--- src/sv/load_mirror_migration_select_assert.svh ---
// Assertion macros used by the load mirror migration select controller.
`ifndef LOAD_MIRROR_MIGRATION_SELECT_ASSERT_SVH
`define LOAD_MIRROR_MIGRATION_SELECT_ASSERT_SVH
`ifndef NO_ASSERTIONS
`define LMMS_ASSERT(lbl, prop, msg) \
    lbl: assert property (@(posedge i_clk) disable iff (!i_rst_n) prop) else $error(msg);
`define LMMS_ASSERT_ALWAYS(lbl, prop, msg) \
    lbl: assert property (@(posedge i_clk) prop) else $error(msg);
`else
`define LMMS_ASSERT(lbl, prop, msg)
`define LMMS_ASSERT_ALWAYS(lbl, prop, msg)
`endif
`endif

--- src/sv/lmms_pkg.sv ---
// Package with sizes, types and register codes of the load mirror migration select block.
`default_nettype none
package lmms_pkg;
    localparam int MAX_RANKS = 64;
    localparam int LOAD_BITS = 16;
    localparam int RANK_W = $clog2(MAX_RANKS);
    localparam int CNT_W = $clog2(MAX_RANKS + 1);

    localparam int OWN_RANK_W = 6;
    localparam int RANK_COUNT_W = 7;
    localparam int IN_LOAD_W = 16;
    localparam int TASKS_W = 16;
    localparam int TID_W = 32;
    localparam int TARGET_W = 6;
    localparam int IN_W = 64;
    localparam int OUT_W = 40;
    localparam int CFG_IDX_W = 2;

    localparam logic [CFG_IDX_W-1:0] CFG_OWN_RANK = 2'd0;
    localparam logic [CFG_IDX_W-1:0] CFG_RANK_COUNT = 2'd1;

    typedef logic [LOAD_BITS-1:0] t_load;
    typedef logic [RANK_W-1:0] t_rank;
    typedef logic [CNT_W-1:0] t_cnt;

    typedef struct packed {
        logic  vld;
        t_load load;
        t_rank idx;
        t_rank pos;
    } t_token;

    typedef struct packed {
        logic  wr_en;
        t_rank wr_idx;
        t_load wr_load;
        logic  init;
        logic  shift;
        logic  count;
        logic  load_pos;
        t_cnt  n;
    } t_cell_cmd;
endpackage
`default_nettype wire

--- src/sv/lmms_cell.sv ---
// One rank cell: holds a load, ranks it against the token ring and passes its token on.
`default_nettype none
module lmms_cell
    import lmms_pkg::*;
(
    input  wire logic      i_clk,
    input  wire logic      i_rst_n,
    input  wire t_rank     i_idx,
    input  wire t_cell_cmd i_cmd,
    input  wire t_token    i_tok,
    output t_token         o_tok
);
    t_load  r_load;
    t_token r_tok;
    t_rank  r_pos;
    logic   w_below;
    logic   w_wr;

    assign w_wr    = i_cmd.wr_en && (i_cmd.wr_idx == i_idx);
    assign w_below = r_tok.vld &&
                     ((r_tok.load < r_load) || ((r_tok.load == r_load) && (r_tok.idx < i_idx)));

    always_ff @(posedge i_clk) begin
        if (w_wr) begin
            r_load <= i_cmd.wr_load;
        end
        if (!i_rst_n) begin
            r_tok.vld <= 1'b0;
            r_pos     <= '0;
        end else if (i_cmd.init) begin
            r_tok.vld  <= (CNT_W'(i_idx) < i_cmd.n);
            r_tok.load <= w_wr ? i_cmd.wr_load : r_load;
            r_tok.idx  <= i_idx;
            r_tok.pos  <= '0;
            r_pos      <= '0;
        end else begin
            if (i_cmd.count && w_below) begin
                r_pos <= r_pos + 1'b1;
            end
            if (i_cmd.shift) begin
                r_tok <= i_tok;
            end else if (i_cmd.load_pos) begin
                r_tok.pos <= r_pos;
            end
        end
    end

    assign o_tok = r_tok;
endmodule
`default_nettype wire

--- config.mk ---
export PLATFORM = sky130hd
export DESIGN_NAME = lmms_cell
export DESIGN_NICKNAME = d
export VERILOG_FILES = /design/src/sv/load_mirror_migration_select_assert.svh /design/src/sv/lmms_pkg.sv /design/src/sv/lmms_cell.sv
export SDC_FILE = /design/constraint.sdc
export NUM_CORES = 1
export LEC_CHECK = 0
export BUFFER_PORTS_ARGS = -buffer_cell sky130_fd_sc_hd__buf_2
export CORE_MARGIN = 2
export CORE_UTILIZATION = 51
export CTS_BUF_LIST = sky130_fd_sc_hd__clkbuf_4 sky130_fd_sc_hd__clkbuf_8
export DETAILED_ROUTE_END_ITERATION = 7
export GPL_TIMING_DRIVEN = 0
export PLACE_DENSITY = 0.83
export SETUP_SLACK_MARGIN = 0.05
export SLEW_MARGIN = 5
export SYNTH_ARGS = -nofsm -noshare
export SYNTH_HDL_FRONTEND = slang
export SYNTH_SLANG_ARGS = --single-unit
--- constraint.sdc ---
create_clock -name i_clk -period 2.9 [get_ports i_clk]
set_input_delay 0.87 -clock i_clk [delete_from_list [all_inputs] [get_ports i_clk]]
set_output_delay 0.87 -clock i_clk [all_outputs]
set_load 0.05 [all_outputs]
; ---- After elaboration in Yosys (flattened, before gate mapping)
; Index checks and enable logic that the tools add are counted.
; W data, S select, Z words.
[word_totals]
word_cells = 28
ff_bits = 51
[classes]
add_sub_neg = 1
reduce_logical = 10
magnitude_cmp = 3
n_mux = 5
bitwise = 1
eq_ne = 2
[ops]
columns = cell, count
row1 = $mux W29, 1
row2 = $mux W23, 1
row3 = $eq A16 B16 Y1, 1
row4 = $lt A16 B16 Y1, 1
row5 = $mux W16, 1
row6 = $mux W6, 2
row7 = $lt A6 B7 Y1, 1
row8 = $add A6 B1 Y6 const B, 1
row9 = $eq A6 B6 Y1, 1
row10 = $lt A6 B6 Y1, 1
row11 = $logic_and A1 B1 Y1, 4
row12 = $reduce_and A2 Y1, 2
row13 = $reduce_bool A3 Y1, 1
row14 = $reduce_bool A2 Y1, 1
row15 = $reduce_or A2 Y1, 1
row16 = $logic_or A1 B1 Y1, 1
row17 = $not A1 Y1, 1

; ---- Longest topological paths before layout
; Gate-level depths: netlist of run 1.
[depth]
word_depth = 5
depth_mapped = 9

; ---- Least setup slack after synthesis of run 1
; OpenSTA, ideal clock, no wires.
[synth_timing]
path_type = input -> register
from = input port i_idx[4]
to = register r_pos[3]
arrival_ns = 2.563
slack_ns = 0.268
required_ns = 2.831
cell_stages = 7
setup_time_ns = 0.069
cell_sequence = inv_1 > ha_1 > a21o_1 > a2111oi_1 > o211ai_1 > a2111o_1 > o21ai_1
[synth_between]
elab_chain_cells = 5
[synth_lines]
columns = element, line
row1 = from (decl), lmms_cell.sv:8  ; input wire t_rank i_idx,
row2 = $lt A6 B6 Y1, lmms_cell.sv:21  ; ((r_tok.load < r_load) || ((r_tok.load == r_load) && (r_tok.idx < i_idx)));
row3 = $logic_and A1 B1 Y1, lmms_cell.sv:21
row4 = $logic_or A1 B1 Y1, lmms_cell.sv:21
row5 = $logic_and A1 B1 Y1, lmms_cell.sv:20  ; assign w_below = r_tok.vld &&
row6 = $logic_and A1 B1 Y1, lmms_cell.sv:37  ; if (i_cmd.count && w_below) begin
row7 = to (signal assigned), lmms_cell.sv:38  ; r_pos <= r_pos + 1'b1;
row8 = to (decl), lmms_cell.sv:15  ; t_rank r_pos;
; No other way between the ends.
; A chain may end at the register's enable or synchronous reset.

; ---- Worst setup path after layout of run 1
; Same ends and word-level chain as after synthesis.

==> results of run 1 <==
## placed cells by master, fill, tap and decap left out, types with 7 or more instances in the layout
cell,count
ha_1,27
nand2_1,23
a21oi_1,10
dfxtp_1,23
mux2_2,23
mux2i_1,8
inv_1,27
buf_2,99
nand3_1,7
clkbuf_1,7
edfxtp_1,28
o21ai_1,18
## final cells by class
class / instances / area share (%)
clock inverter: 1 / 0.253
clock buffer: 7 / 2.61
timing repair buffer: 98 / 14.3
inverter: 27 / 2.93
buffer: 9 / 1.05
multi-input combinational: 172 / 38.7
sequential: 51 / 37.7
tap: 70 / 2.53
## flip-flops by register name (all words and copies together), names as in the netlist
register	count
r_pos	6
o_tok	29
r_load	16
## worst max-delay path: stages
cell and delay, ps:
buf_2 130, inv_1 50, ha_1 300, a21o_1 180
a2111oi_1 500, o211ai_1 160, buf_4 190, a2111o_1 410
o21ai_1 90
## cell usage after synthesis
cell type  count
mux2i_1        8
or4_1          1
a31oi_1        1
a2111oi_1      1
xnor2_1        3
nor3_1         3
nand2b_1       5
edfxtp_1      28
a2111o_1       2
o21a_1         1
clkbuf_1       7
xor2_1         3
mux2_2        23
buf_2          2
a21boi_1       2
a211o_1        1
a21oi_1       10
o21ai_0        3
mux2_1         1
inv_1         27
nor4_1         2
nand3_1        7
a21o_1         6
nand2_1       23
nand3b_1       1
nor2_1         6
nand4_1        4
dfxtp_1       23
o31a_1         1
o211a_1        1
a211oi_1       2
nor2b_1        2
o211ai_1       1
ha_1          27
o21ai_1       18
o21bai_1       2
and4_1         1
## metal layers
metal	wire, um	global-route usage (%)	part of all wire [%]	vias up
li1	-	-	-	1138
met1	2580	24.2	42	1052
met2	3150	38.3	52	60
met3	292	3.95	4.8	6
met5	0	0	0	-
met4	65	5.36	1.1	0
## kinds of logic (layout without fill, tap and decap cells)
group | Yosys count | in the layout
compound gates | 52 | 52
xor+xnor | 6 | 6
fa+ha+maj | 27 | 27
buf+inv | 36 | 142
flops | 51 | 51
mux | 32 | 32
simple gates | 55 | 55
## what timing repair did
action,CTS,global route
resized for setup,0,1
endpoints found under the setup margin,0,4
hold buffers,0,0
setup buffers,0,1
## power by group through the flow
stage	Sequential (mW)	Clock [mW]	Combinational, mW
2_1_floorplan	1.11	0	0.362
3_3_place_gp	0.961	0	0.661
3_5_place_dp	0.968	0	0.687
4_1_cts	0.951	0.441	0.691
5_1_grt	0.963	0.466	0.764
6_report	0.951	0.434	0.685
## worst paths after layout
path / from / endpoint / slack (ps) / depth (start not counted)
worst max-delay path: i_idx[4] / r_pos[3] / 220 / 9
worst min-delay path: r_pos[5] / r_pos[5] / 480 / 2
worst max register to register: o_tok[27] / r_pos[3] / 520 / 8
worst min register to register: r_pos[5] / r_pos[5] / 480 / 2
## per-stage QoR
| stage | hold WS (ps) | TNS (ps) | util, % |
|---|---|---|---|
| finish | 483 | 0 | 66.8 |
| global route | 509 | 0 | 66.8 |
| CTS | 479 | 0 | 66.5 |
| detailed placement | 469 | -898 | 64.6 |
| global placement | 456 | -361 | 64.6 |
| floorplan | 442 | 0 | - |
==> summary.md, run 1 <==
| Metric | Value |
|---|---|
| Run status | `complete, no violations` |
| Die area | `approximately 6000 sq um` |
| Largest net degree at the start of global routing | `23` |
| Root buf cell | `clkbuf_8` |
| Number of remaining DRC errors | `0` |
| Tmin final | `~2700 ps` |
| Switching portion of total power | `about a third` |
| Layout cells sized above 1 | `between 30% and 40%` |
| Synth area leader | `edfxtp_1` |
| Total global-route track usage | `between 20 and 25%` |
| Slew headroom | `between 20% and 30%` |
| DIE WIDTH | `around 78 um` |
| Core area | `approximately 5200 sq um` |
| Logic pwr share | `between 30% and 40%` |
| Antenna violations before repair | `0` |
| Fin cells | `435` |
| Setup WS post-layout | `223 ps` |
| First-pass GRT wire length | `~10000 um` |
| Setup crit start kind | `primary input` |
| Leakage | `between 1.5 and 2 nW` |
| Avg Cell Area, Syn | `between 10 and 15 sq um` |
| Total net switching power | `roughly 0.69 mW` |
| Worst EP arrival | `2900 ps` |
| DP Worst Slack | `-153 ps` |
| Clock power frac | `between 20% and 30%` |
| Synth Area in Simple Gates | `a little under a tenth` |
| Worst-path fanout max | `7` |
| Footprint of the multi-input gates | `1340 sq um` |
| Int Power | `roughly 1.4 mW` |
| DRT Pass-1 Iters | `4` |
| Nets | `between 400 and 500` |
| Number of I/O pins | `100` |
| Sequential power share | `45.9%` |
| Post-Synth Adder-Cell Area | `12.2%` |
| CP Class | `in2reg` |
| Cell Rows | `26` |
| Synthesized Nets | `around 360` |
| Worst skew pair latency | `300 ps` |
| Critical Path Sink Type | `flop` |
| Worst Path Required | `between 3000 and 4000 ps` |
| H-tree levels | `2` |
| Area of all sequential standard cells | `roughly 1300 sq um` |
| Fmax | `374 MHz` |
| Detail Placement HPWL | `around 4800 um` |
| Final instance area | `between 3000 and 4000 sq um` |
| Dpl cells | `approximately 430` |
| CTS max path bufs | `2` |
| Initial drt markers | `approximately 90` |
| Vias | `2256` |
| Pwr per Cell Area | `599 nW/um^2` |
| Synth unique cells | `37` |
| Yosys reg bits | `about 50` |
| Synth top area cells | `edfxtp_1 30%, dfxtp_1 17%, ha_1 12%` |
| Class of the worst hold path | `reg2reg` |
| GP Congestion | `approximately 0.79` |
| Largest family of logic cells by synthesized area | `multiplexers` |
| Die height | `slightly below 80 um` |
| Fin. max-slew vios | `0` |
| Yosys warnings | `0` |
| Port Buffers | `97` |
| Initial Util | `53.6%` |
| Area Growth Syn to Fin | `24.8%` |
| Post-synthesis cell count | `roughly 260` |
| Post-route clock period utilization | `just over 90%` |
| Grt ovf | `0` |
| Vias in the first global route | `2268` |
| Mux cell area share after synthesis | `roughly an eighth` |
| Slew @ Worst Pin | `1050 ps` |
| CTS tree | `built` |
| Layout filler cell count | `around 420` |
| Routed wire per std cell | `roughly 14 um` |
| RSZ-0062 raised after global routing | `false` |
| Vias/cell | `5.19` |
| Overall Power | `between 2 and 2.5 mW` |
| Cell area after synthesis | `about 2800 sq um` |
| Antenna Cells | `0` |
| Top-area cell type share of the netlist area | `a little under a third` |
| Sequential area share after synthesis | `47.0%` |
| CTS Sinks | `between 50 and 60` |
| Final ANT Viol Nets | `0` |
| Placed inst area | `roughly 3300 sq um` |
| Num CTS Buffers | `5` |
| Max VDD drop | `about 0.39 mV` |
| Max Cap Viol | `0` |
| Overall routed net length | `6090 um` |
| Final setup fails | `0` |
| Fin. Hold Viols | `0` |
| Compound-cell area share of the yosys netlist | `11.8%` |
| Post-synthesis xor/xnor area fraction | `around 1.9%` |
| Clk pin slew, worst setup/hold paths | `80 ps` |
| Setup Skew | `10.9 ps` |
(Power assumes the default switching activity.)
==> run 2, diff against run 1 <==
==> constraint.sdc (replaced) <==
create_clock -name i_clk -period 2.9 [get_ports i_clk]
set_input_delay 0.145 -clock i_clk [delete_from_list [all_inputs] [get_ports i_clk]]
set_output_delay 0.145 -clock i_clk [all_outputs]
set_load 0.05 [all_outputs]
==> summary.md, run 2 (synthesis gave the netlist of run 1 again) <==
| Metric | Value |
|---|---|
| Run status | `complete, no violations` |
| Die area | `6040 sq um (unchanged)` |
| Switching portion of total power | `33.3% (-0.054 points)` |
| Vias/cell | `5.19 (about the same)` |
| Fin cells | `434 (-0.23%)` |
| Root buf cell | `clkbuf_8` |
| Largest register FFs | `29 (unchanged)` |
| Final ANT Viol Nets | `0 (unchanged)` |
| Initial Util | `53.6% (unchanged)` |
| Antenna violations before repair | `0 (unchanged)` |
| Commonest non-fill, non-tap cell in the layout | `buf_2` |
| Slew headroom | `29.6% (-0.15 points)` |
| Area Growth Syn to Fin | `24.3%` |
| Tmin final | `2400 ps (-276 ps)` |
| Worst EP arrival | `2620 ps (-280 ps)` |
| Setup crit start kind | `flop` |
| Grt ovf | `0 (unchanged)` |
| Fin. Hold Viols | `0 (unchanged)` |
| Port Buffers | `97 (unchanged)` |
| Critical Path Sink Type | `flop` |
| Nets | `461 (-0.22%)` |
| RSZ-0062 raised after global routing | `false` |
| DRT Pass-1 Iters | `4 (unchanged)` |
| Number of remaining DRC errors | `0 (unchanged)` |
| Most frequent cells in the layout | `99 x buf_2, 28 x edfxtp_1, 27 x inv_1, 27 x ha_1` |
| Layout cells sized above 1 | `35.7% (-0.45 points)` |
| Placed inst area | `3340 sq um (unchanged)` |
| Post-CTS Repair Setup Buffers | `0 (unchanged)` |
| Pwr per Cell Area | `601 nW/um^2 (+0.30%)` |
| Dpl cells | `426 (unchanged)` |
| Final setup fails | `0 (unchanged)` |
| Slew @ Worst Pin | `1060 ps (+2.26 ps)` |
| Vias | `2251 (-0.22%)` |
| CTS max path bufs | `2 (unchanged)` |
| Cell Rows | `26 (unchanged)` |
| Routed wire per std cell | `14.0 um (about the same)` |
| CP Class | `reg2reg` |
| WHS | `69.8 ps (-414 ps)` |
| Total net switching power | `0.689 mW (-0.27%)` |
| Setup TNS Final | `0 ps (unchanged)` |
| Num CTS Buffers | `5 (unchanged)` |
| CTS Hold Bufs | `0 (unchanged)` |
| Leakage | `1.63 nW (-0.27%)` |
| Core area | `5170 sq um (unchanged)` |
| Largest net degree at the start of global routing | `23 (unchanged)` |
| Detail Placement HPWL | `4850 um (unchanged)` |
| Logic pwr share | `33.1% (about the same)` |
| Worst skew pair latency | `300 ps (about the same)` |
| CTS Sinks | `51 (unchanged)` |
| Setup Skew | `9.59 ps (-1.27 ps)` |
| Die height | `77.7 um (unchanged)` |
| DIE WIDTH | `77.7 um (unchanged)` |
| First-pass GRT wire length | `9920 um (unchanged)` |
| GP Congestion | `0.786 (unchanged)` |
| Fmax | `416 MHz (+11%)` |
| Max Cap Viol | `0 (unchanged)` |
| Initial drt markers | `112 (+26%)` |
| Clk pin slew, worst setup/hold paths | `90 ps (about the same)` |
| Overall routed net length | `6080 um (-0.23%)` |
| Clock power frac | `20.9% (about the same)` |
| Worst-path fanout max | `7 (unchanged)` |
| Post-route clock period utilization | `82.8% (-9.5 points)` |
| Post-CTS Resized | `0 (unchanged)` |
| H-tree levels | `2 (unchanged)` |
| Sequential power share | `46.0% (about the same)` |
| Class of the worst hold path | `in2reg` |
| Total global-route track usage | `20.6% (unchanged)` |
| CTS tree | `built` |
| Antenna Cells | `0 (unchanged)` |
| Worst Path Required | `3120 ps (about the same)` |
| Final instance area | `3440 sq um (-0.40%)` |
| Fin. max-slew vios | `0 (unchanged)` |
| Max VDD drop | `0.387 mV (-0.30%)` |
| Number of I/O pins | `100 (unchanged)` |
| Vias in the first global route | `2268 (unchanged)` |
| Int Power | `1.38 mW (about the same)` |
[run 2: cell types whose count changed in the layout (fill, tap and decap cells not counted)]
cell,delta
nor4_1,+1
buf_4,-1
nor4_2,-1
[run 2: critical path: stages, from the launching register on]
cell and delay (ps):
edfxtp_1 400, ha_1 300, a21o_1 180, a2111oi_1 500, o211ai_1 360, a2111o_1 500
o21ai_1 90
[run 2: power groups by stage]
stage                     logic, mW  registers, mW  clock network, mW
after floorplan               0.362           1.11                  0
after global placement        0.661          0.961                  0
after detailed placement      0.687          0.968                  0
after CTS                     0.691          0.951              0.441
after global routing          0.763          0.963              0.466
final                         0.684          0.951              0.433
[run 2: stage by stage]
stage	worst slack, ps	util (%)	total power, mW
finish	499	66.5	2.07
global route	263	66.5	2.19
CTS	513	66.5	2.08
detailed placement	545	64.6	1.65
global placement	571	64.6	1.62
floorplan	415	-	1.47
[run 2: area by class of cell]
class / count / area [sq um]
flip-flops and latches: 51 / 1300
repair buffers: 97 / 485
clock buffers: 7 / 90.1
plain buffers: 9 / 36.3
multi-input cells: 172 / 1330
fillers: 424 / 1730
inverters: 27 / 101
clock inverters: 1 / 8.76
well taps: 70 / 87.6
[run 2: path summary, 6_finish.rpt]
path | start | to | slack [ps] | depth (start not counted)
worst max-delay path | o_tok[10] | r_pos[3] | 500 | 6
worst min-delay path | i_cmd[20] | r_load[9] | 70 | 3
worst max register to register | o_tok[10] | r_pos[3] | 500 | 6
worst min register to register | r_pos[5] | r_pos[5] | 480 | 2
[run 2: routing by layer]
metal	up-vias	part of all wire [%]	track usage [%]
met5	-	0	0
met4	0	1.1	5.36
met3	6	4.8	3.95
met2	59	52	38.3
met1	1052	42	24.2
li1	1134	-	-
