`src/sv/load_mirror_migration_select_assert.svh`:
```
// Assertion macros used by the load mirror migration select controller.
`ifndef LOAD_MIRROR_MIGRATION_SELECT_ASSERT_SVH
`define LOAD_MIRROR_MIGRATION_SELECT_ASSERT_SVH
`ifndef NO_ASSERTIONS
`define LMMS_ASSERT(lbl, prop, msg) \
    lbl: assert property (@(posedge i_clk) disable iff (!i_rst_n) prop) else $error(msg);
`define LMMS_ASSERT_ALWAYS(lbl, prop, msg) \
    lbl: assert property (@(posedge i_clk) prop) else $error(msg);
`else
`define LMMS_ASSERT(lbl, prop, msg)
`define LMMS_ASSERT_ALWAYS(lbl, prop, msg)
`endif
`endif

```
`src/sv/lmms_pkg.sv`:
```
// Package with sizes, types and register codes of the load mirror migration select block.
`default_nettype none
package lmms_pkg;
    localparam int MAX_RANKS = 64;
    localparam int LOAD_BITS = 16;
    localparam int RANK_W = $clog2(MAX_RANKS);
    localparam int CNT_W = $clog2(MAX_RANKS + 1);

    localparam int OWN_RANK_W = 6;
    localparam int RANK_COUNT_W = 7;
    localparam int IN_LOAD_W = 16;
    localparam int TASKS_W = 16;
    localparam int TID_W = 32;
    localparam int TARGET_W = 6;
    localparam int IN_W = 64;
    localparam int OUT_W = 40;
    localparam int CFG_IDX_W = 2;

    localparam logic [CFG_IDX_W-1:0] CFG_OWN_RANK = 2'd0;
    localparam logic [CFG_IDX_W-1:0] CFG_RANK_COUNT = 2'd1;

    typedef logic [LOAD_BITS-1:0] t_load;
    typedef logic [RANK_W-1:0] t_rank;
    typedef logic [CNT_W-1:0] t_cnt;

    typedef struct packed {
        logic  vld;
        t_load load;
        t_rank idx;
        t_rank pos;
    } t_token;

    typedef struct packed {
        logic  wr_en;
        t_rank wr_idx;
        t_load wr_load;
        logic  init;
        logic  shift;
        logic  count;
        logic  load_pos;
        t_cnt  n;
    } t_cell_cmd;
endpackage
`default_nettype wire

```
`src/sv/lmms_ctrl.sv`:
```
// Controller: load collection, configuration registers, ring sequencing and the decision.
`default_nettype none
`include "load_mirror_migration_select_assert.svh"
module lmms_ctrl
    import lmms_pkg::*;
(
    input  wire logic                    i_clk,
    input  wire logic                    i_rst_n,
    input  wire logic                    i_s_valid,
    output logic                         o_s_ready,
    input  wire logic [IN_LOAD_W-1:0]    i_load,
    input  wire logic [TASKS_W-1:0]      i_tasks,
    input  wire logic [TID_W-1:0]        i_tid,
    input  wire logic                    i_cfg_valid,
    output logic                         o_cfg_ready,
    input  wire logic [CFG_IDX_W-1:0]    i_cfg_index,
    input  wire logic [RANK_COUNT_W-1:0] i_cfg_data,
    output t_cell_cmd                    o_cmd,
    input  wire t_token                  i_tail,
    output logic                         o_m_valid,
    input  wire logic                    i_m_ready,
    output logic                         o_migrate,
    output logic [TID_W-1:0]             o_task_id,
    output logic [TARGET_W-1:0]          o_target
);
    typedef enum logic [2:0] {
        ST_COLLECT,
        ST_ROT1,
        ST_LDPOS,
        ST_ROT2,
        ST_ROT3,
        ST_DECIDE
    } t_state;

    localparam t_rank STEP_LAST = RANK_W'(MAX_RANKS - 1);

    t_state                  r_state;
    t_rank                   r_step;
    t_cnt                    r_item_count;
    logic [OWN_RANK_W-1:0]   r_own_rank;
    logic [RANK_COUNT_W-1:0] r_rank_count;
    logic [TASKS_W-1:0]      r_tasks;
    logic [TID_W-1:0]        r_tid;
    t_load                   r_lo;
    t_load                   r_hi;
    t_load                   r_own_load;
    t_rank                   r_own_pos;
    t_rank                   r_partner;
    t_load                   r_partner_load;
    logic                    r_m_valid;
    logic                    r_migrate;
    logic [TID_W-1:0]        r_task_id;
    logic [TARGET_W-1:0]     r_target;

    t_cnt w_n;
    t_cnt w_cnt_inc;
    t_cnt w_mirror;
    logic w_acc;
    logic w_last;
    logic w_own_tail;
    logic w_own_valid;
    logic w_upper;
    logic w_mig;

    always_comb begin
        if (r_rank_count == '0) begin
            w_n = CNT_W'(1);
        end else if (32'(r_rank_count) > 32'(MAX_RANKS)) begin
            w_n = CNT_W'(MAX_RANKS);
        end else begin
            w_n = CNT_W'(r_rank_count);
        end
    end

    assign w_cnt_inc   = r_item_count + 1'b1;
    assign w_last      = (w_cnt_inc >= w_n);
    assign o_s_ready   = (r_state == ST_COLLECT);
    assign w_acc       = i_s_valid && o_s_ready;
    assign o_cfg_ready = 1'b1;
    assign w_own_tail  = i_tail.vld && (32'(i_tail.idx) == 32'(r_own_rank));
    assign w_own_valid = (32'(r_own_rank) < 32'(w_n));
    assign w_mirror    = w_n - 1'b1 - CNT_W'(r_own_pos);
    assign w_upper     = ({CNT_W'(r_own_pos) + 1'b1, 1'b0} >= {1'b0, w_n});
    assign w_mig       = w_own_valid && (r_tasks != '0) && (r_hi > r_lo) && w_upper &&
                         ({r_partner_load, 1'b0} < {1'b0, r_own_load});

    always_comb begin
        o_cmd.wr_en    = w_acc && (32'(r_item_count) < 32'(MAX_RANKS));
        o_cmd.wr_idx   = r_item_count[RANK_W-1:0];
        o_cmd.wr_load  = t_load'(i_load);
        o_cmd.init     = w_acc && w_last;
        o_cmd.shift    = (r_state == ST_ROT1) || (r_state == ST_ROT2) || (r_state == ST_ROT3);
        o_cmd.count    = (r_state == ST_ROT1);
        o_cmd.load_pos = (r_state == ST_LDPOS);
        o_cmd.n        = w_n;
    end

    always_ff @(posedge i_clk) begin
        if (!i_rst_n) begin
            r_state      <= ST_COLLECT;
            r_step       <= '0;
            r_item_count <= '0;
            r_own_rank   <= '0;
            r_rank_count <= RANK_COUNT_W'(1);
            r_own_load   <= '0;
            r_m_valid    <= 1'b0;
        end else begin
            if (i_cfg_valid) begin
                case (i_cfg_index)
                    CFG_OWN_RANK: begin
                        r_own_rank <= i_cfg_data[OWN_RANK_W-1:0];
                    end
                    CFG_RANK_COUNT: begin
                        r_rank_count <= i_cfg_data;
                    end
                    default: begin
                    end
                endcase
            end
            if (r_m_valid && i_m_ready) begin
                r_m_valid <= 1'b0;
            end
            case (r_state)
                ST_COLLECT: begin
                    if (w_acc) begin
                        r_tasks <= i_tasks;
                        r_tid   <= i_tid;
                        if (w_last) begin
                            r_item_count <= '0;
                            r_step       <= '0;
                            r_lo         <= '1;
                            r_hi         <= '0;
                            r_own_load   <= '0;
                            r_state      <= ST_ROT1;
                        end else begin
                            r_item_count <= w_cnt_inc;
                        end
                    end
                end
                ST_ROT1: begin
                    if (i_tail.vld) begin
                        if (i_tail.load < r_lo) begin
                            r_lo <= i_tail.load;
                        end
                        if (i_tail.load > r_hi) begin
                            r_hi <= i_tail.load;
                        end
                    end
                    if (w_own_tail) begin
                        r_own_load <= i_tail.load;
                    end
                    r_step <= r_step + 1'b1;
                    if (r_step == STEP_LAST) begin
                        r_state <= ST_LDPOS;
                    end
                end
                ST_LDPOS: begin
                    r_step  <= '0;
                    r_state <= ST_ROT2;
                end
                ST_ROT2: begin
                    if (w_own_tail) begin
                        r_own_pos <= i_tail.pos;
                    end
                    r_step <= r_step + 1'b1;
                    if (r_step == STEP_LAST) begin
                        r_step  <= '0;
                        r_state <= ST_ROT3;
                    end
                end
                ST_ROT3: begin
                    if (i_tail.vld && (CNT_W'(i_tail.pos) == w_mirror)) begin
                        r_partner      <= i_tail.idx;
                        r_partner_load <= i_tail.load;
                    end
                    r_step <= r_step + 1'b1;
                    if (r_step == STEP_LAST) begin
                        r_state <= ST_DECIDE;
                    end
                end
                ST_DECIDE: begin
                    if (!r_m_valid || i_m_ready) begin
                        r_m_valid <= 1'b1;
                        r_migrate <= w_mig;
                        r_task_id <= w_mig ? r_tid : '0;
                        r_target  <= w_mig ? TARGET_W'(r_partner) : '0;
                        r_state   <= ST_COLLECT;
                    end
                end
                default: begin
                    r_state <= ST_COLLECT;
                end
            endcase
        end
    end

    assign o_m_valid = r_m_valid;
    assign o_migrate = r_migrate;
    assign o_task_id = r_task_id;
    assign o_target  = r_target;

    `LMMS_ASSERT(a_count_range, 32'(r_item_count) < 32'(MAX_RANKS), "Load counter out of range.")
    `LMMS_ASSERT(a_result_source, (r_m_valid && !$past(r_m_valid)) |-> ($past(r_state) == ST_DECIDE), "Result raised outside the decision step.")
    `LMMS_ASSERT(a_no_move_zero, (r_m_valid && !r_migrate) |-> ((r_task_id == '0) && (r_target == '0)), "Fields not cleared without a migration.")
    `LMMS_ASSERT(a_ring_start, o_cmd.init |=> ((r_state == ST_ROT1) && (r_step == '0)), "Ring pass did not start after the last load.")
    `LMMS_ASSERT_ALWAYS(a_reset_idle, !i_rst_n |=> ((r_state == ST_COLLECT) && !r_m_valid), "Reset did not return to collection.")
endmodule
`default_nettype wire

```
`config.mk`:
```
export PLATFORM = sky130hd
export DESIGN_NAME = lmms_ctrl
export DESIGN_NICKNAME = d
export VERILOG_FILES = /design/src/sv/lmms_pkg.sv /design/src/sv/lmms_ctrl.sv
export VERILOG_INCLUDE_DIRS = /design/src /design/src/sv
export SDC_FILE = /design/constraint.sdc
export NUM_CORES = 1
export LEC_CHECK = 0
export BUFFER_PORTS_ARGS = -buffer_cell sky130_fd_sc_hd__buf_2
export CORE_ASPECT_RATIO = 2
export CORE_UTILIZATION = 60
export DETAILED_ROUTE_END_ITERATION = 16
export GPL_TIMING_DRIVEN = 0
export PLACE_DENSITY_LB_ADDON = 0.15
export SLEW_MARGIN = 30
export SYNTH_ARGS = -nofsm -noshare
export SYNTH_HDL_FRONTEND = slang
export SYNTH_SLANG_ARGS = --single-unit
export TNS_END_PERCENT = 100
```
`constraint.sdc`:
```
create_clock -name i_clk -period 8.8 [get_ports i_clk]
set_input_delay 0.44 -clock i_clk [delete_from_list [all_inputs] [get_ports i_clk]]
set_output_delay 0.44 -clock i_clk [all_outputs]
set_load 0.05 [all_outputs]
```
* Word level (Yosys, flattened, before mapping)
Cells that the tools add are included.
** Word-level totals
- Register bits :: 193
- Bits of input ports :: 107
- Output and inout port bits :: 76
- Logic and storage cells :: 112
** Operators by class
- Add/sub/neg operators :: 5
- Order comparisons :: 9
- Equal/unequal tests :: 19
- Muxes and demuxes :: 29
- Reductions and logical operators :: 33
** Operators by type and width (number)
- 16-bit 2-to-1 mux :: 9
- 16-bit case mux with 2 select lines :: 3
- 16-bit greater-than comparator :: 2
- 6-bit case mux with 4 select lines :: 1
- 7-bit 2-to-1 mux :: 3
- 3-bit 2-to-1 mux :: 6
- 6-bit 2-to-1 mux :: 3
- 2-bit by 1-bit != test with 1-bit output (second input constant) :: 9
- 3-bit case mux with 6 select lines :: 1
- 6-bit AND reduction :: 3
- 17-bit by 16-bit less-than comparator with 1-bit output :: 1
- 16-bit less-than comparator :: 1
- 16-bit nonzero test :: 1
- 3-bit AND reduction :: 5
- 1-bit logical AND :: 10
- 8-bit by 7-bit >= comparator with 1-bit output :: 1
- 6-bit by 1-bit adder with 7-bit output (second input constant) :: 1
- 7-bit by 1-bit adder with 7-bit output (second input constant) :: 1
- 6-bit by 7-bit equality test with 1-bit output :: 1
- 7-bit >= comparator :: 1
- 7-bit greater-than comparator (second input constant) :: 1
- 7-bit logical NOT :: 1
- 6-bit by 7-bit less-than comparator with 1-bit output :: 1
- 7-bit less-than comparator (second input constant) :: 1
- other kinds (20) :: 28

* Longest topological paths before layout
- Depth in word-level cells :: 8
- Gate-level depth with buffers :: 11
- Depth with buffers taken out :: 10

* Worst setup path before layout
OpenSTA, ideal clock, no wires.
- Kind :: register to register
- Start point :: reg r_rank_count[1]
- End point :: reg r_partner[0], enable pin
- Library setup time :: 435 ps
- Arrival time :: 4208 ps
- Data required time :: 8365 ps
- Setup slack :: 4157 ps
- Stages on the path, launching flop included :: 10
- Path buffers :: 0
- Period minus slack after synthesis :: 4643 ps
- Cells stage by stage :: dfxtp_1 or4_4 o21bai_2 and2_1 ha_1 ha_1 xor2_1 nor4_1 nand3_1 a211oi_1
** RTL lines
- from (decl) :: RTL line lmms_ctrl.sv:41 : logic [RANK_COUNT_W-1:0] r_rank_count;
- from (signal assigned) :: RTL line lmms_ctrl.sv:114 : r_rank_count <= i_cfg_data;
- to (signal assigned) :: RTL line lmms_ctrl.sv:173 : r_partner <= i_tail.idx;
- to (decl) :: RTL line lmms_ctrl.sv:48 : t_rank r_partner;

* Worst setup path in the final report
- Start point :: reg r_rank_count[1]
- End point :: reg r_partner_load[7], enable pin
** Between the ends
- Word-level cells in the longest chain between the ends :: 8
- Elaborated cells between the ends (all ways) :: 9
- Those cells by class :: add/sub: 2; order compare: 1; eq/ne: 1; mux: 2; reduce/logical: 3
** RTL lines
- 7-bit greater-than comparator :: RTL line lmms_ctrl.sv:68 : end else if (32'(r_rank_count) > 32'(MAX_RANKS)) begin
- 7-bit 2-to-1 mux :: RTL line lmms_ctrl.sv:68
- 7-bit 2-to-1 mux (*) :: RTL line lmms_ctrl.sv:66 : if (r_rank_count == '0) begin
- 7-bit by 1-bit subtractor with 7-bit output (*) :: RTL line lmms_ctrl.sv:82 : assign w_mirror = w_n - 1'b1 - CNT_W'(r_own_pos);
- 7-bit by 6-bit subtractor with 7-bit output (*) :: RTL line lmms_ctrl.sv:82
- 6-bit by 7-bit equality test with 1-bit output (*) :: RTL line lmms_ctrl.sv:172 : if (i_tail.vld && (CNT_W'(i_tail.pos) == w_mirror)) begin
- 1-bit logical AND (*) :: RTL line lmms_ctrl.sv:172
- 3-bit AND reduction (no line) (*)
- to (signal assigned) :: RTL line lmms_ctrl.sv:174 : r_partner_load <= i_tail.load;
- to (decl) :: RTL line lmms_ctrl.sv:49 : t_load r_partner_load;
Every way passes the cells marked *; elsewhere a longest branch is shown, timed or not.
A chain may end at the register's enable or synchronous reset.

==> results.yml <==
cts:
  cts_htree_levels: 4
  cts_resized: 0
  root_buffer: "clkbuf_16"
  cts.sinks: 193
  cts_buffers: 17
  clock_latency_ns: 0.44
  cts_max_path_buffers: 2
  cts_setup_buffers: 0
  cts_tree: "built"
  clk_pin_slew_ns: 0.08
  cts_hold_buf: 0
floorplan:
  num_rows: 65
  fp.dieH_um: 183.2
  start_util: 0.6177
  core_sq_um: 15940
  die_w_um: 92.59
  ios: 183
  dieArea_sq_um: 16960
grt:
  gr-total-overflow: 0
  track_usage: 0.2965
  grt_pass1_vias: 7497
  grt_max_degree: 49
  grt_pass1_wl_mm: 37.38
  antenna_found_initial: 3
timing:
  finalHoldViolations: 0
  fin_crit_sh: 0.4081
  report.final.slew_viol_count: 0
  max_freq_ghz: 0.2784
  tightest_slew_ns: 0.8185
  setup_viol: 0
  slew_headroom: 0.4543
  fin_skew_ns: 0.01467
  min_period_ns: 3.591
  rsz0062_at_grt: "false"
  tns_ns: 0
drt:
  postRouteAntennaNets: 0
  wl_per_cell_um: 18.69
  via_per_inst: 5.664
  drt-initial-drc-count: 323
  num_vias: 7267
  wl_mm: 23.99
  first_pass_iters: 5
  drc: 0
yosys:
  synth_edf_count: 147
  synth_warnings: 0
  ys_seq_area_frac: 0.5418
  synth_top_area_share: 0.4483
  ys.flop_type: "edfxtp_1"
  syn_area_sq_um: 9847
  synth_seq_cells: 193
  synthArstFlopShare: 0
  ys_types: 60
  synth_mux_area_frac: 0.02846
  syn-instance-count: 878
  synth_adder_area_share: 0.1116
  synth_compound_gate_area_share: 0.07471
  syn_nets: 1072
  yosysTopAreaCell: "edfxtp_1"
  synthXorXnorAreaFrac: 0.02313
  synth_area_leaders: "edfxtp_1, ha_1, dfxtp_1"
  synth_simple_gate_area_frac: 0.1480
  avgSynthCellArea_sq_um: 11.22
  synth_top_family_by_area: "simple AND/OR/NAND/NOR gates"
final_layout:
  multi_input_area_sq_um: 3829
  syn_to_final_growth_pct: 18.27
  nets: 1260
  nFillCells: 1161
  stdcell_count: 1283
  drive_gt1_frac: 0.2335
  register_area_sq_um: 5335
setup_path:
  start_kind: "flop"
  reg2reg_depth: 11
  required_ns: 8.94
  cp_max_fo: 13
  path_class: "reg -> reg"
  end_kind: "flop"
  critPathArrivalTime_ns: 3.73
power:
  peakVddDrop_uv: 146.9
  leakage_nw: 4.994
  power_density_nw_per_um2: 181.7
  finalPower_mw: 2.116
place:
  post-dp-hpwl_mm: 18.03
  place.gp.congestion: 0.8650
  portBuffers: 165
  dp.cells: 1248
status:
  outcome: "completed"
flow_run:
  drv_cap: 0
hold_path:
  min_path_cells: 1
  hold_path_class: "in -> reg"
==> through the flow <==
stage	setup slack [ns]	util	hold slack (ns)	instance area [sq um]
2_1_floorplan	4.157	-	0.4284	9847
3_3_place_gp	3.163	0.6853	0.4452	10920
3_5_place_dp	5.217	0.6918	0.4539	11030
4_1_cts	5.166	0.7301	0.1622	11640
5_1_grt	5.034	0.7306	0.1554	11650
6_report	5.209	0.7306	0.1740	11650
==> metal layers <==
layer / share of wire / vias up / track usage
met4: 0.051 / 0 / 0.1744
met5: 0 / - / 0
met3: 0.044 / 80 / 0.05017
met1: 0.33 / 3474 / 0.2728
met2: 0.58 / 251 / 0.5843
li1: - / 3462 / -
==> power by group <==
| group | total (mW) | internal [mW] | leakage [nW] | switching, mW |
|---|---|---|---|---|
| Clock | 0.802 | 0.432 | 0.287 | 0.370 |
| Combinational | 0.284 | 0.102 | 3.02 | 0.182 |
| Sequential | 1.03 | 1.01 | 1.68 | 0.0148 |
==> path summary, 6_finish.rpt <==
check	start	end	slack, ns
worst min register to register	r_own_load[12]	r_own_load[12]	0.46
worst max-delay path	r_rank_count[1]	r_partner_load[7]	5.21
worst min-delay path	i_tid[9]	r_tid[9]	0.17
worst max register to register	r_rank_count[1]	r_partner_load[7]	5.21
==> flip-flops by register name (all words and copies together), names as in the netlist, 7 cells and up <==
| register | cells |
|---|---|
| o_task_id | 32 |
| r_tid | 32 |
| r_hi | 16 |
| r_lo | 16 |
| r_own_load | 16 |
| r_partner_load | 16 |
| r_tasks | 16 |
| r_item_count | 7 |
| r_rank_count | 7 |
==> logic make-up (layout without fill, tap and decap cells) <==
group / after synthesis / in the layout
flip-flops: 193 / 193
multiplexers: 28 / 28
other: 1 / 4
adder cells (fa/ha/maj): 88 / 88
buffers and inverters: 159 / 360
XOR/XNOR: 26 / 26
AO/OA/AOI/OAI: 113 / 113
AND/OR/NAND/NOR: 270 / 270
==> Yosys cell counts (all sizes together) (22+ instances only) <==
master / n
buf: 32
nor2: 28
dfxtp: 46
ha: 87
mux2i: 28
and2: 24
nor2b: 26
nand2: 63
nor3: 50
edfxtp: 147
o21ai: 22
a21oi: 33
inv: 108
==> area by class of cell <==
class	instances	area share
inverters	109	0.03513
clock inverters	15	0.01601
repair buffers	169	0.07757
flip-flops and latches	193	0.4581
plain buffers	50	0.02568
multi-input cells	526	0.3287
well taps	201	0.02159
clock buffers	17	0.03653
diodes	3	0.0006446
==> layout by cell type (no fill, tap or decap), types with 5 or more instances in the layout <==
master / instances
o21ai_0: 21
nand4_1: 12
or3_1: 16
nor3_1: 41
a21boi_0: 11
and2_1: 23
xor2_1: 13
buf_2: 170
inv_1: 108
nand2b_1: 7
nand2_1: 63
clkbuf_16: 17
nor4_1: 7
mux2i_1: 28
o211ai_1: 5
nor3_2: 9
dfxtp_1: 46
a21oi_1: 31
edfxtp_1: 147
nor2b_1: 26
xnor2_1: 13
nor2_1: 27
buf_4: 24
nand3_1: 16
clkbuf_1: 18
ha_1: 87
a21o_1: 12
==> worst max-delay path, stage by stage (launching register included) <==
cell      delay (ns)
dfxtp_1         0.37
or4_4           0.58
o21bai_2        0.18
and2_1          0.21
ha_1            0.20
ha_1            0.25
xor2_1          0.16
nor4_1          0.43
nand3_1         0.21
a211oi_4        0.30
buf_6           0.22
buf_6           0.18
Power figures use the tool's default switching activity.
